File: src/rtl/core/ubl_pkg.sv
// Shared types and constants for the USB packet buffer layout block.
// No dependencies; every module of the block imports this package.
package ubl_pkg;

  localparam int OFFSET_W = 12;   // packet memory byte offset
  localparam int SIZE_W   = 11;   // one buffer size, up to 1024 bytes
  localparam int QDEPTH   = 2;    // entries in the front-to-back queue

  // Configuration register indexes
  localparam logic [1:0] CFG_IDX_DOUBLE_BULK = 2'd0;
  localparam logic [1:0] CFG_IDX_ISOCHRONOUS = 2'd1;

  localparam logic [15:0] DOUBLE_BULK_RESET = 16'h0100;
  localparam logic [15:0] ISOCHRONOUS_RESET = 16'h0400;

  localparam logic [9:0]        RX_SIZE_MAX    = 10'd1022;
  localparam logic [SIZE_W-1:0] CRC_BYTES      = 11'd2;
  localparam logic [SIZE_W-1:0] RX_SMALL_LIMIT = 11'd63;
  localparam logic [SIZE_W-1:0] EVEN_MASK      = 11'h7FE;
  localparam logic [SIZE_W-1:0] BLK32_MASK     = 11'h7E0;
  localparam logic [SIZE_W-1:0] BLK32_ROUND    = 11'd31;
  localparam logic [SIZE_W-1:0] BLK32_BYTES    = 11'd32;
  localparam logic [15:0]       RX_BLK32_FLAG  = 16'h8000;

  typedef struct packed {
    logic        first;
    logic [2:0]  ep_index;
    logic [15:0] ep_type;
    logic [9:0]  tx_size;
    logic [9:0]  rx_size;
  } ubl_in_t;

  typedef struct packed {
    logic [11:0] tx_addr;
    logic [11:0] rx_addr;
    logic [15:0] tx_count_word;
    logic [15:0] rx_count_word;
    logic [15:0] ep_reg_value;
    logic        overflow;
  } ubl_out_t;

  // Classified endpoint, handed from front to back through the queue
  typedef struct packed {
    logic              first;
    logic [SIZE_W-1:0] size_a;
    logic [SIZE_W-1:0] size_b;
    logic [15:0]       tx_count_word;
    logic [15:0]       rx_count_word;
    logic [15:0]       ep_reg_value;
  } ubl_job_t;

  // Layout state as seen from outside the back stage
  typedef struct packed {
    logic [OFFSET_W-1:0] offset;
    logic                ovf;
  } ubl_status_t;

endpackage

File: src/rtl/core/ubl_front.sv
// Front stage: type code registers and endpoint classification.
// Depends on ubl_pkg; rounds buffer sizes and builds count words.
module ubl_front
  import ubl_pkg::*;
(
  input  logic        clk,
  input  logic        rst_n,
  input  logic        cfg_valid,
  output logic        cfg_ready,
  input  logic [1:0]  cfg_index,
  input  logic [15:0] cfg_data,
  input  ubl_in_t     in_item,
  output ubl_job_t    job
);

  logic [15:0] double_bulk_r;
  logic [15:0] isochronous_r;

  logic [9:0]        rx_clamp;
  logic [SIZE_W-1:0] rx_raw;
  logic [SIZE_W-1:0] rx_sz;
  logic [SIZE_W-1:0] rx_blk;
  logic [15:0]       rx_code;
  logic [SIZE_W-1:0] tx_even;
  logic              is_double;

  assign cfg_ready = 1'b1;

  always_ff @(posedge clk) begin
    if (!rst_n) begin
      double_bulk_r <= DOUBLE_BULK_RESET;
      isochronous_r <= ISOCHRONOUS_RESET;
    end else if (cfg_valid) begin
      case (cfg_index)
        CFG_IDX_DOUBLE_BULK: double_bulk_r <= cfg_data;
        CFG_IDX_ISOCHRONOUS: isochronous_r <= cfg_data;
        default: ;
      endcase
    end
  end

  always_comb begin
    // receive buffer: clamp, add CRC, round, encode
    rx_clamp = (in_item.rx_size > RX_SIZE_MAX) ? RX_SIZE_MAX : in_item.rx_size;
    rx_raw   = {1'b0, rx_clamp} + CRC_BYTES;
    rx_blk   = '0;
    if (rx_raw < RX_SMALL_LIMIT) begin
      rx_sz   = (rx_raw + 11'd1) & EVEN_MASK;
      rx_code = {rx_sz[6:0], 9'b0};
    end else begin
      rx_sz   = (rx_raw + BLK32_ROUND) & BLK32_MASK;
      rx_blk  = rx_sz - BLK32_BYTES;
      rx_code = RX_BLK32_FLAG | {rx_blk, 5'b0};
    end

    tx_even   = ({1'b0, in_item.tx_size} + 11'd1) & EVEN_MASK;
    is_double = (in_item.ep_type == double_bulk_r) || (in_item.ep_type == isochronous_r);

    job.first        = in_item.first;
    job.ep_reg_value = in_item.ep_type | {13'b0, in_item.ep_index};
    if (is_double) begin
      if (in_item.tx_size == 10'd0) begin
        job.size_a        = rx_sz;
        job.size_b        = rx_sz;
        job.tx_count_word = rx_code;
        job.rx_count_word = rx_code;
      end else begin
        job.size_a        = tx_even;
        job.size_b        = tx_even;
        job.tx_count_word = '0;
        job.rx_count_word = '0;
      end
    end else begin
      job.size_a        = tx_even;
      job.size_b        = rx_sz;
      job.tx_count_word = '0;
      job.rx_count_word = rx_code;
    end
  end

endmodule

File: src/rtl/core/ubl_queue.sv
// Two-entry queue between the front and back stages.
// Depends on ubl_pkg for the job type.
module ubl_queue
  import ubl_pkg::*;
(
  input  logic     clk,
  input  logic     rst_n,
  input  logic     push_valid,
  output logic     push_ready,
  input  ubl_job_t push_job,
  output logic     pop_valid,
  input  logic     pop_ready,
  output ubl_job_t pop_job
);

  ubl_job_t   q_r [QDEPTH];
  logic       wr_ptr_r;
  logic       rd_ptr_r;
  logic [1:0] count_r;
  logic [1:0] count_nxt;
  logic       push;
  logic       pop;

  assign push_ready = (count_r != 2'(QDEPTH));
  assign pop_valid  = (count_r != 2'd0);
  assign pop_job    = q_r[rd_ptr_r];
  assign push       = push_valid && push_ready;
  assign pop        = pop_valid && pop_ready;

  always_comb begin
    count_nxt = count_r;
    if (push && !pop) begin
      count_nxt = count_r + 2'd1;
    end else if (pop && !push) begin
      count_nxt = count_r - 2'd1;
    end
  end

  always_ff @(posedge clk) begin
    if (!rst_n) begin
      wr_ptr_r <= 1'b0;
      rd_ptr_r <= 1'b0;
      count_r  <= 2'd0;
    end else begin
      count_r <= count_nxt;
      if (push) begin
        wr_ptr_r <= ~wr_ptr_r;
      end
      if (pop) begin
        rd_ptr_r <= ~rd_ptr_r;
      end
    end
  end

  always_ff @(posedge clk) begin
    if (push) begin
      q_r[wr_ptr_r] <= push_job;
    end
  end

endmodule

File: src/rtl/core/ubl_back.sv
// Back stage: running layout offset, overflow flag and output register.
// Depends on ubl_pkg; takes classified jobs from ubl_queue.
module ubl_back
  import ubl_pkg::*;
#(
  parameter int TABLE_BYTES      = 64,
  parameter int PACKET_MEM_BYTES = 512
) (
  input  logic        clk,
  input  logic        rst_n,
  input  logic        job_valid,
  output logic        job_ready,
  input  ubl_job_t    job,
  output logic        out_valid,
  input  logic        out_ready,
  output ubl_out_t    out_data,
  output ubl_status_t status
);

  localparam logic [OFFSET_W-1:0] TABLE_OFS = OFFSET_W'(TABLE_BYTES);
  localparam logic [OFFSET_W:0]   MEM_END   = (OFFSET_W + 1)'(PACKET_MEM_BYTES);

  logic [OFFSET_W-1:0] offset_r;
  logic [OFFSET_W-1:0] offset_nxt;
  logic                ovf_r;
  logic                ovf_nxt;
  logic                out_valid_r;
  ubl_out_t            out_data_r;
  ubl_out_t            out_data_nxt;
  logic [OFFSET_W-1:0] base;
  logic                ovf_cur;
  logic [OFFSET_W:0]   end_ofs;
  logic                pop;

  assign job_ready = !out_valid_r || out_ready;
  assign pop       = job_valid && job_ready;
  assign out_valid = out_valid_r;
  assign out_data  = out_data_r;
  assign status    = '{offset: offset_r, ovf: ovf_r};

  always_comb begin
    base    = job.first ? TABLE_OFS : offset_r;
    ovf_cur = job.first ? 1'b0 : ovf_r;
    end_ofs = {1'b0, base} + {2'b0, job.size_a} + {2'b0, job.size_b};

    offset_nxt = base;
    ovf_nxt    = ovf_cur;
    if (end_ofs > MEM_END) begin
      ovf_nxt = 1'b1;
    end else if (!ovf_cur) begin
      offset_nxt = end_ofs[OFFSET_W-1:0];
    end

    out_data_nxt.tx_addr       = base;
    out_data_nxt.rx_addr       = base + {1'b0, job.size_a};
    out_data_nxt.tx_count_word = job.tx_count_word;
    out_data_nxt.rx_count_word = job.rx_count_word;
    out_data_nxt.ep_reg_value  = job.ep_reg_value;
    out_data_nxt.overflow      = ovf_nxt;
  end

  always_ff @(posedge clk) begin
    if (!rst_n) begin
      offset_r    <= TABLE_OFS;
      ovf_r       <= 1'b0;
      out_valid_r <= 1'b0;
    end else begin
      if (pop) begin
        offset_r    <= offset_nxt;
        ovf_r       <= ovf_nxt;
        out_valid_r <= 1'b1;
      end else if (out_ready) begin
        out_valid_r <= 1'b0;
      end
    end
  end

  always_ff @(posedge clk) begin
    if (pop) begin
      out_data_r <= out_data_nxt;
    end
  end

endmodule

File: src/rtl/core/usb_packet_buffer_layout.sv
// Top level of the USB packet buffer layout block.
// Depends on ubl_pkg, ubl_front, ubl_queue and ubl_back.
//
// Usage:
//   in_*   : one endpoint description per beat (first, index, type, sizes).
//   out_*  : one result beat per input beat, in order: buffer addresses,
//            count words, endpoint register value and the sticky overflow.
//   cfg_*  : writes the two double-buffered type codes (index 0: bulk,
//            index 1: isochronous); always ready, write only while idle.
// Path: a beat is classified combinationally and written into the queue
//   when accepted, then passes to the layout stage, whose output register
//   holds the result beat offered on out_*.
// Throughput: one beat per cycle while out_ready is high, set by the layout
//   stage, which does one offset add and memory-end compare per cycle and feeds the offset back.
// Reset: offset returns to the end of the descriptor table, overflow clears,
//   the queue empties and the type codes return to 0x0100 and 0x0400.
// Stall: while out_ready is low the result beat holds; the two-entry queue
//   keeps taking beats until full, then in_ready drops. There is no
//   combinational path from out_ready to in_ready.
module usb_packet_buffer_layout
  import ubl_pkg::*;
#(
  parameter int TABLE_BYTES      = 64,
  parameter int PACKET_MEM_BYTES = 512
) (
  input  logic        clk,
  input  logic        rst_n,
  input  logic        in_valid,
  output logic        in_ready,
  input  ubl_in_t     in_data,
  output logic        out_valid,
  input  logic        out_ready,
  output ubl_out_t    out_data,
  input  logic        cfg_valid,
  output logic        cfg_ready,
  input  logic [1:0]  cfg_index,
  input  logic [15:0] cfg_data
);

  ubl_job_t    front_job;
  ubl_job_t    q_job;
  logic        q_valid;
  logic        q_ready;
  ubl_status_t status;

  // Classify the incoming beat and hold the type code registers
  ubl_front u_front (
    .clk       (clk),
    .rst_n     (rst_n),
    .cfg_valid (cfg_valid),
    .cfg_ready (cfg_ready),
    .cfg_index (cfg_index),
    .cfg_data  (cfg_data),
    .in_item   (in_data),
    .job       (front_job)
  );

  // Decouple the front from output stalls
  ubl_queue u_queue (
    .clk        (clk),
    .rst_n      (rst_n),
    .push_valid (in_valid),
    .push_ready (in_ready),
    .push_job   (front_job),
    .pop_valid  (q_valid),
    .pop_ready  (q_ready),
    .pop_job    (q_job)
  );

  // Advance the layout offset and register the result beat
  ubl_back #(
    .TABLE_BYTES      (TABLE_BYTES),
    .PACKET_MEM_BYTES (PACKET_MEM_BYTES)
  ) u_back (
    .clk       (clk),
    .rst_n     (rst_n),
    .job_valid (q_valid),
    .job_ready (q_ready),
    .job       (q_job),
    .out_valid (out_valid),
    .out_ready (out_ready),
    .out_data  (out_data),
    .status    (status)
  );

`ifndef SYNTHESIS
  // Offset never leaves the window between table end and memory end
  a_offset_range: assert property (@(posedge clk) disable iff (!rst_n)
    (int'(status.offset) >= TABLE_BYTES) && (int'(status.offset) <= PACKET_MEM_BYTES))
    else $error("layout offset outside packet memory window");

  // Once overflowed, the offset freezes until a first beat restarts layout
  a_frozen: assert property (@(posedge clk) disable iff (!rst_n)
    status.ovf && !(q_valid && q_ready && q_job.first) |=> $stable(status.offset))
    else $error("layout offset moved while overflow set");

  // Overflow clears only through a first beat
  a_sticky: assert property (@(posedge clk) disable iff (!rst_n)
    status.ovf && !(q_valid && q_ready && q_job.first) |=> status.ovf)
    else $error("overflow cleared without a restart");
`endif

endmodule
File: config.mk
export PLATFORM = sky130hd
export DESIGN_NAME = usb_packet_buffer_layout
export DESIGN_NICKNAME = d
export VERILOG_FILES = /design/src/rtl/core/ubl_pkg.sv /design/src/rtl/core/ubl_front.sv /design/src/rtl/core/ubl_queue.sv /design/src/rtl/core/ubl_back.sv /design/src/rtl/core/usb_packet_buffer_layout.sv
export SDC_FILE = /design/constraint.sdc
export NUM_CORES = 1
export LEC_CHECK = 0
export ABC_CLOCK_PERIOD_IN_PS = 4900
export BUFFER_PORTS_ARGS = -buffer_cell sky130_fd_sc_hd__clkbuf_2
export CAP_MARGIN = 0
export CORE_MARGIN = 10
export CORE_UTILIZATION = 57
export DETAILED_ROUTE_END_ITERATION = 10
export PLACE_DENSITY = 0.77
export SETUP_SLACK_MARGIN = 0.2
export SLEW_MARGIN = 20
export SYNTH_ARGS = -nofsm -noshare
export SYNTH_HDL_FRONTEND = slang
export SYNTH_SLANG_ARGS = --single-unit
File: constraint.sdc
create_clock -name clk -period 4.9 [get_ports clk]
set_input_delay 1.225 -clock clk [delete_from_list [all_inputs] [get_ports clk]]
set_output_delay 1.225 -clock clk [all_outputs]
set_load 0.05 [all_outputs]
==> qor.txt <==
status: completed
CTS root buf: clkbuf_16
leading cell type in the layout, fill and taps excluded: edfxtp_1
Die Area: 22300 um2
final hold slack: 0.439 ns
Residual DRC: 0
Worst Max-Slew Pin Slew: 0.816 ns
first-pass GRT wire length: 31400 um
post-synth top area cell: edfxtp_1
layout cell share with drive strength beyond 1: 0.240
drt wl/cell: 17.5 um
RSZ-0062 raised after global routing: false
Main synth FF type: edfxtp_1
Final Hold Fails: 0
Pins Over Slew Limit: 0
CP cell instances: mux2i_1 > buf_4 > nand2_1 > inv_1 > fa_1 > ha_1 > fa_1 > a21o_1 > a21oi_1 > xor2_1 > nand4b_1 > or3_1 > a211oi_1 > o21ai_1 > a22o_1
antenna violations before repair: 0
Setup Fix Bufs, Post-CTS: 0
pin count of the biggest net entering global routing: 45
width of the die: 149 um
Final Wtd Congestion: 0.836
maxcap violations: 0
Final Skew: 0.0136 ns
CP arrival: 4.70 ns
r2r worst-path depth: 15
vias in the first global route: 6143
CTS tree: built
Synth Warn #: 0
Core ar.: 16500 um2
worst path required time: 5.28 ns
P_leak: 0.00447 uW
Die H: 149 um
Clock Pin Slew Worst Setup and Hold Paths: 0.06 ns
CP max FO: 16
hold depth: 1
number of stages on the worst setup path: 15
total I/O pin count: 139
drt pass-1 iters: 7
top cell type's share of synthesized area: 0.472
Critical-path top delay cell: or3_1
Nets: 980
Post-CTS Hold Buffers: 0
final-report setup violation count: 0
f_max: 232 MHz
Worst Setup Start Kind: flop
CP max stage delay: 0.45 ns
sequential element share of the synthesized area: 0.579
GRT Util Overall: 0.175
most frequent cells in the layout: edfxtp_1 (150), clkbuf_2 (117), nand2_1 (93), xor2_1 (54), dfxtp_1 (50)
mapped cell area: 9540 um2
DP Wirelength: 14200 um
Worst Path Buf+Inv: 2
HP Class: flop to flop
Antenna Nets Post-Route: 0
most frequent cell on the critical path: fa_1
Slew HR: 0.455
pwr dens: 590 nW/um2
async set-or-reset flop fraction in the synthesized netlist: 0
critical path capture point type: flop
Initial Utilization: 0.577
Design Power: 6470 uW
#FFs+latches synth: 201
post_cts resized: 0
critical path's top delay family: compound AO/OA/AOI/OAI gates
Synth area leaders: edfxtp_1 (47%), dfxtp_1 (11%), mux2_2 (5.0%)
total inserted antenna cells: 0
crit path kind: flop to flop
maximum vdd drop: 355 uV
# rows: 47
clock latency on the worst-skew pair: 0.49 ns
CTS HTree Levels: 1
CTS sink cnt: 201
PortBufs: 117
Area Overhead vs Synth: 14.9%
vias per cell: 5.39
DR iter-0 viols: 318
final wirelength: 19500 um
setup_tns: 0 ns
clock period minus worst slack: 4.31 ns
clk buf depth: 3
EDFF count, synth: 150
Synth cell types: 62
Vias: 6000
Final Cycle Share: 0.881
global route overflow: 0
Cells after Synth: 758
Syn Area/Cell: 12.6 um2
number of CTS-inserted buffers: 21
-- cell usage after synthesis (all sizes together), types with 2 or more instances --
| cell | number |
|---|---|
| o21ai | 21 |
| dfxtp | 51 |
| a221oi | 2 |
| a21o | 8 |
| nor2 | 25 |
| fa | 12 |
| nand3 | 14 |
| nand2b | 5 |
| mux2 | 42 |
| o21bai | 2 |
| xor2 | 55 |
| a21boi | 34 |
| a211oi | 8 |
| and2 | 14 |
| inv | 26 |
| conb | 2 |
| a21oi | 13 |
| or2 | 4 |
| nor2b | 4 |
| edfxtp | 150 |
| nand2 | 93 |
| nor4 | 12 |
| buf | 29 |
| nand4 | 5 |
| nor3 | 3 |
| or3 | 2 |
| and3 | 10 |
| mux2i | 19 |
| a22o | 6 |
| ha | 26 |
| clkbuf | 19 |
| xnor2 | 19 |
| and3b | 2 |
-- routing by layer --
layer  share of wire  vias to the layer above  GRT usage  routed length, um
met5               0                        -          0                  0
met4           0.021                        0     0.0559                413
met3           0.063                       29     0.0355               1230
met2            0.50                      161      0.297               9690
met1            0.42                     2895      0.220               8180
li1                -                     2915          -                  -
-- worst paths after layout --
kind / from / to / slack (ns)
worst max-delay path: flop / u_back.offset_r[3] / 0.59
worst max register to register: flop / u_back.offset_r[3] / 0.59
worst min-delay path: u_back.offset_r[0] / u_back.offset_r[0] / 0.44
worst min register to register: u_back.offset_r[0] / u_back.offset_r[0] / 0.44
-- per-stage QoR --
stage	cell area, um2	cells	setup slack, ns	util
2_1_floorplan	9610	777	0.378	-
3_3_place_gp	10300	1076	0.721	0.622
3_5_place_dp	10300	1076	0.576	0.622
4_1_cts	11000	1114	0.568	0.664
5_1_grt	11000	1114	0.260	0.664
6_report	11000	1114	0.585	0.664
-- logic make-up (layout without fill, tap and decap cells) --
logic type / after synthesis / count (layout) / share of synthesized area
buf+inv: 75 / 192 / 0.0395
simple gates: 199 / 199 / 0.100
flops: 201 / 201 / 0.579
mux: 61 / 61 / 0.0695
xor+xnor: 74 / 74 / 0.0687
other cells: 2 / 21 / 0.000787
fa+ha+maj: 38 / 38 / 0.0593
compound gates: 108 / 108 / 0.0827
-- report_power, final --
| part | internal (uW) | total (uW) | switching (uW) | leakage [uW] |
|---|---|---|---|---|
| Combinational | 718 | 2450 | 1740 | 0.00231 |
| Clock | 948 | 1580 | 629 | 0.000337 |
| Sequential | 2320 | 2440 | 124 | 0.00183 |
| Total | 3980 | 6470 | 2490 | 0.00447 |
-- registers in the layout, indices dropped and copies added, names as in the netlist, named ones only --
name / count
u_back.offset_r: 12
u_front.double_bulk_r: 16
u_queue.count_r: 2
u_front.isochronous_r: 16
u_back.out_data: 52
u_queue.q_r: 98
u_back.ovf_r: 1
u_back.out_valid: 1
u_queue.rd_ptr_r: 1
u_queue.wr_ptr_r: 1
-- area by class of cell --
type                            instances  area, um2
Timing Repair Buffer                  127        661
Tap cell                              220        275
Clock buffer                           25        541
Clock inverter                         13        144
Multi-Input combinational cell        501       3720
Fill cell                            1226       5560
Sequential cell                       201       5530
Inverter                               27        101
-- worst reg2reg max path, stage by stage (launching register included) --
cell and delay (ns):
dfxtp_2 0.42, mux2i_1 0.21, buf_4 0.22, nand2_1 0.12
inv_1 0.13, fa_1 0.41, ha_1 0.25, fa_1 0.41
a21o_1 0.20, a21oi_1 0.17, xor2_1 0.20, nand4b_1 0.15
or3_1 0.45, a211oi_1 0.27, o21ai_1 0.28, a22o_1 0.31
Power figures use the tool's default switching activity.
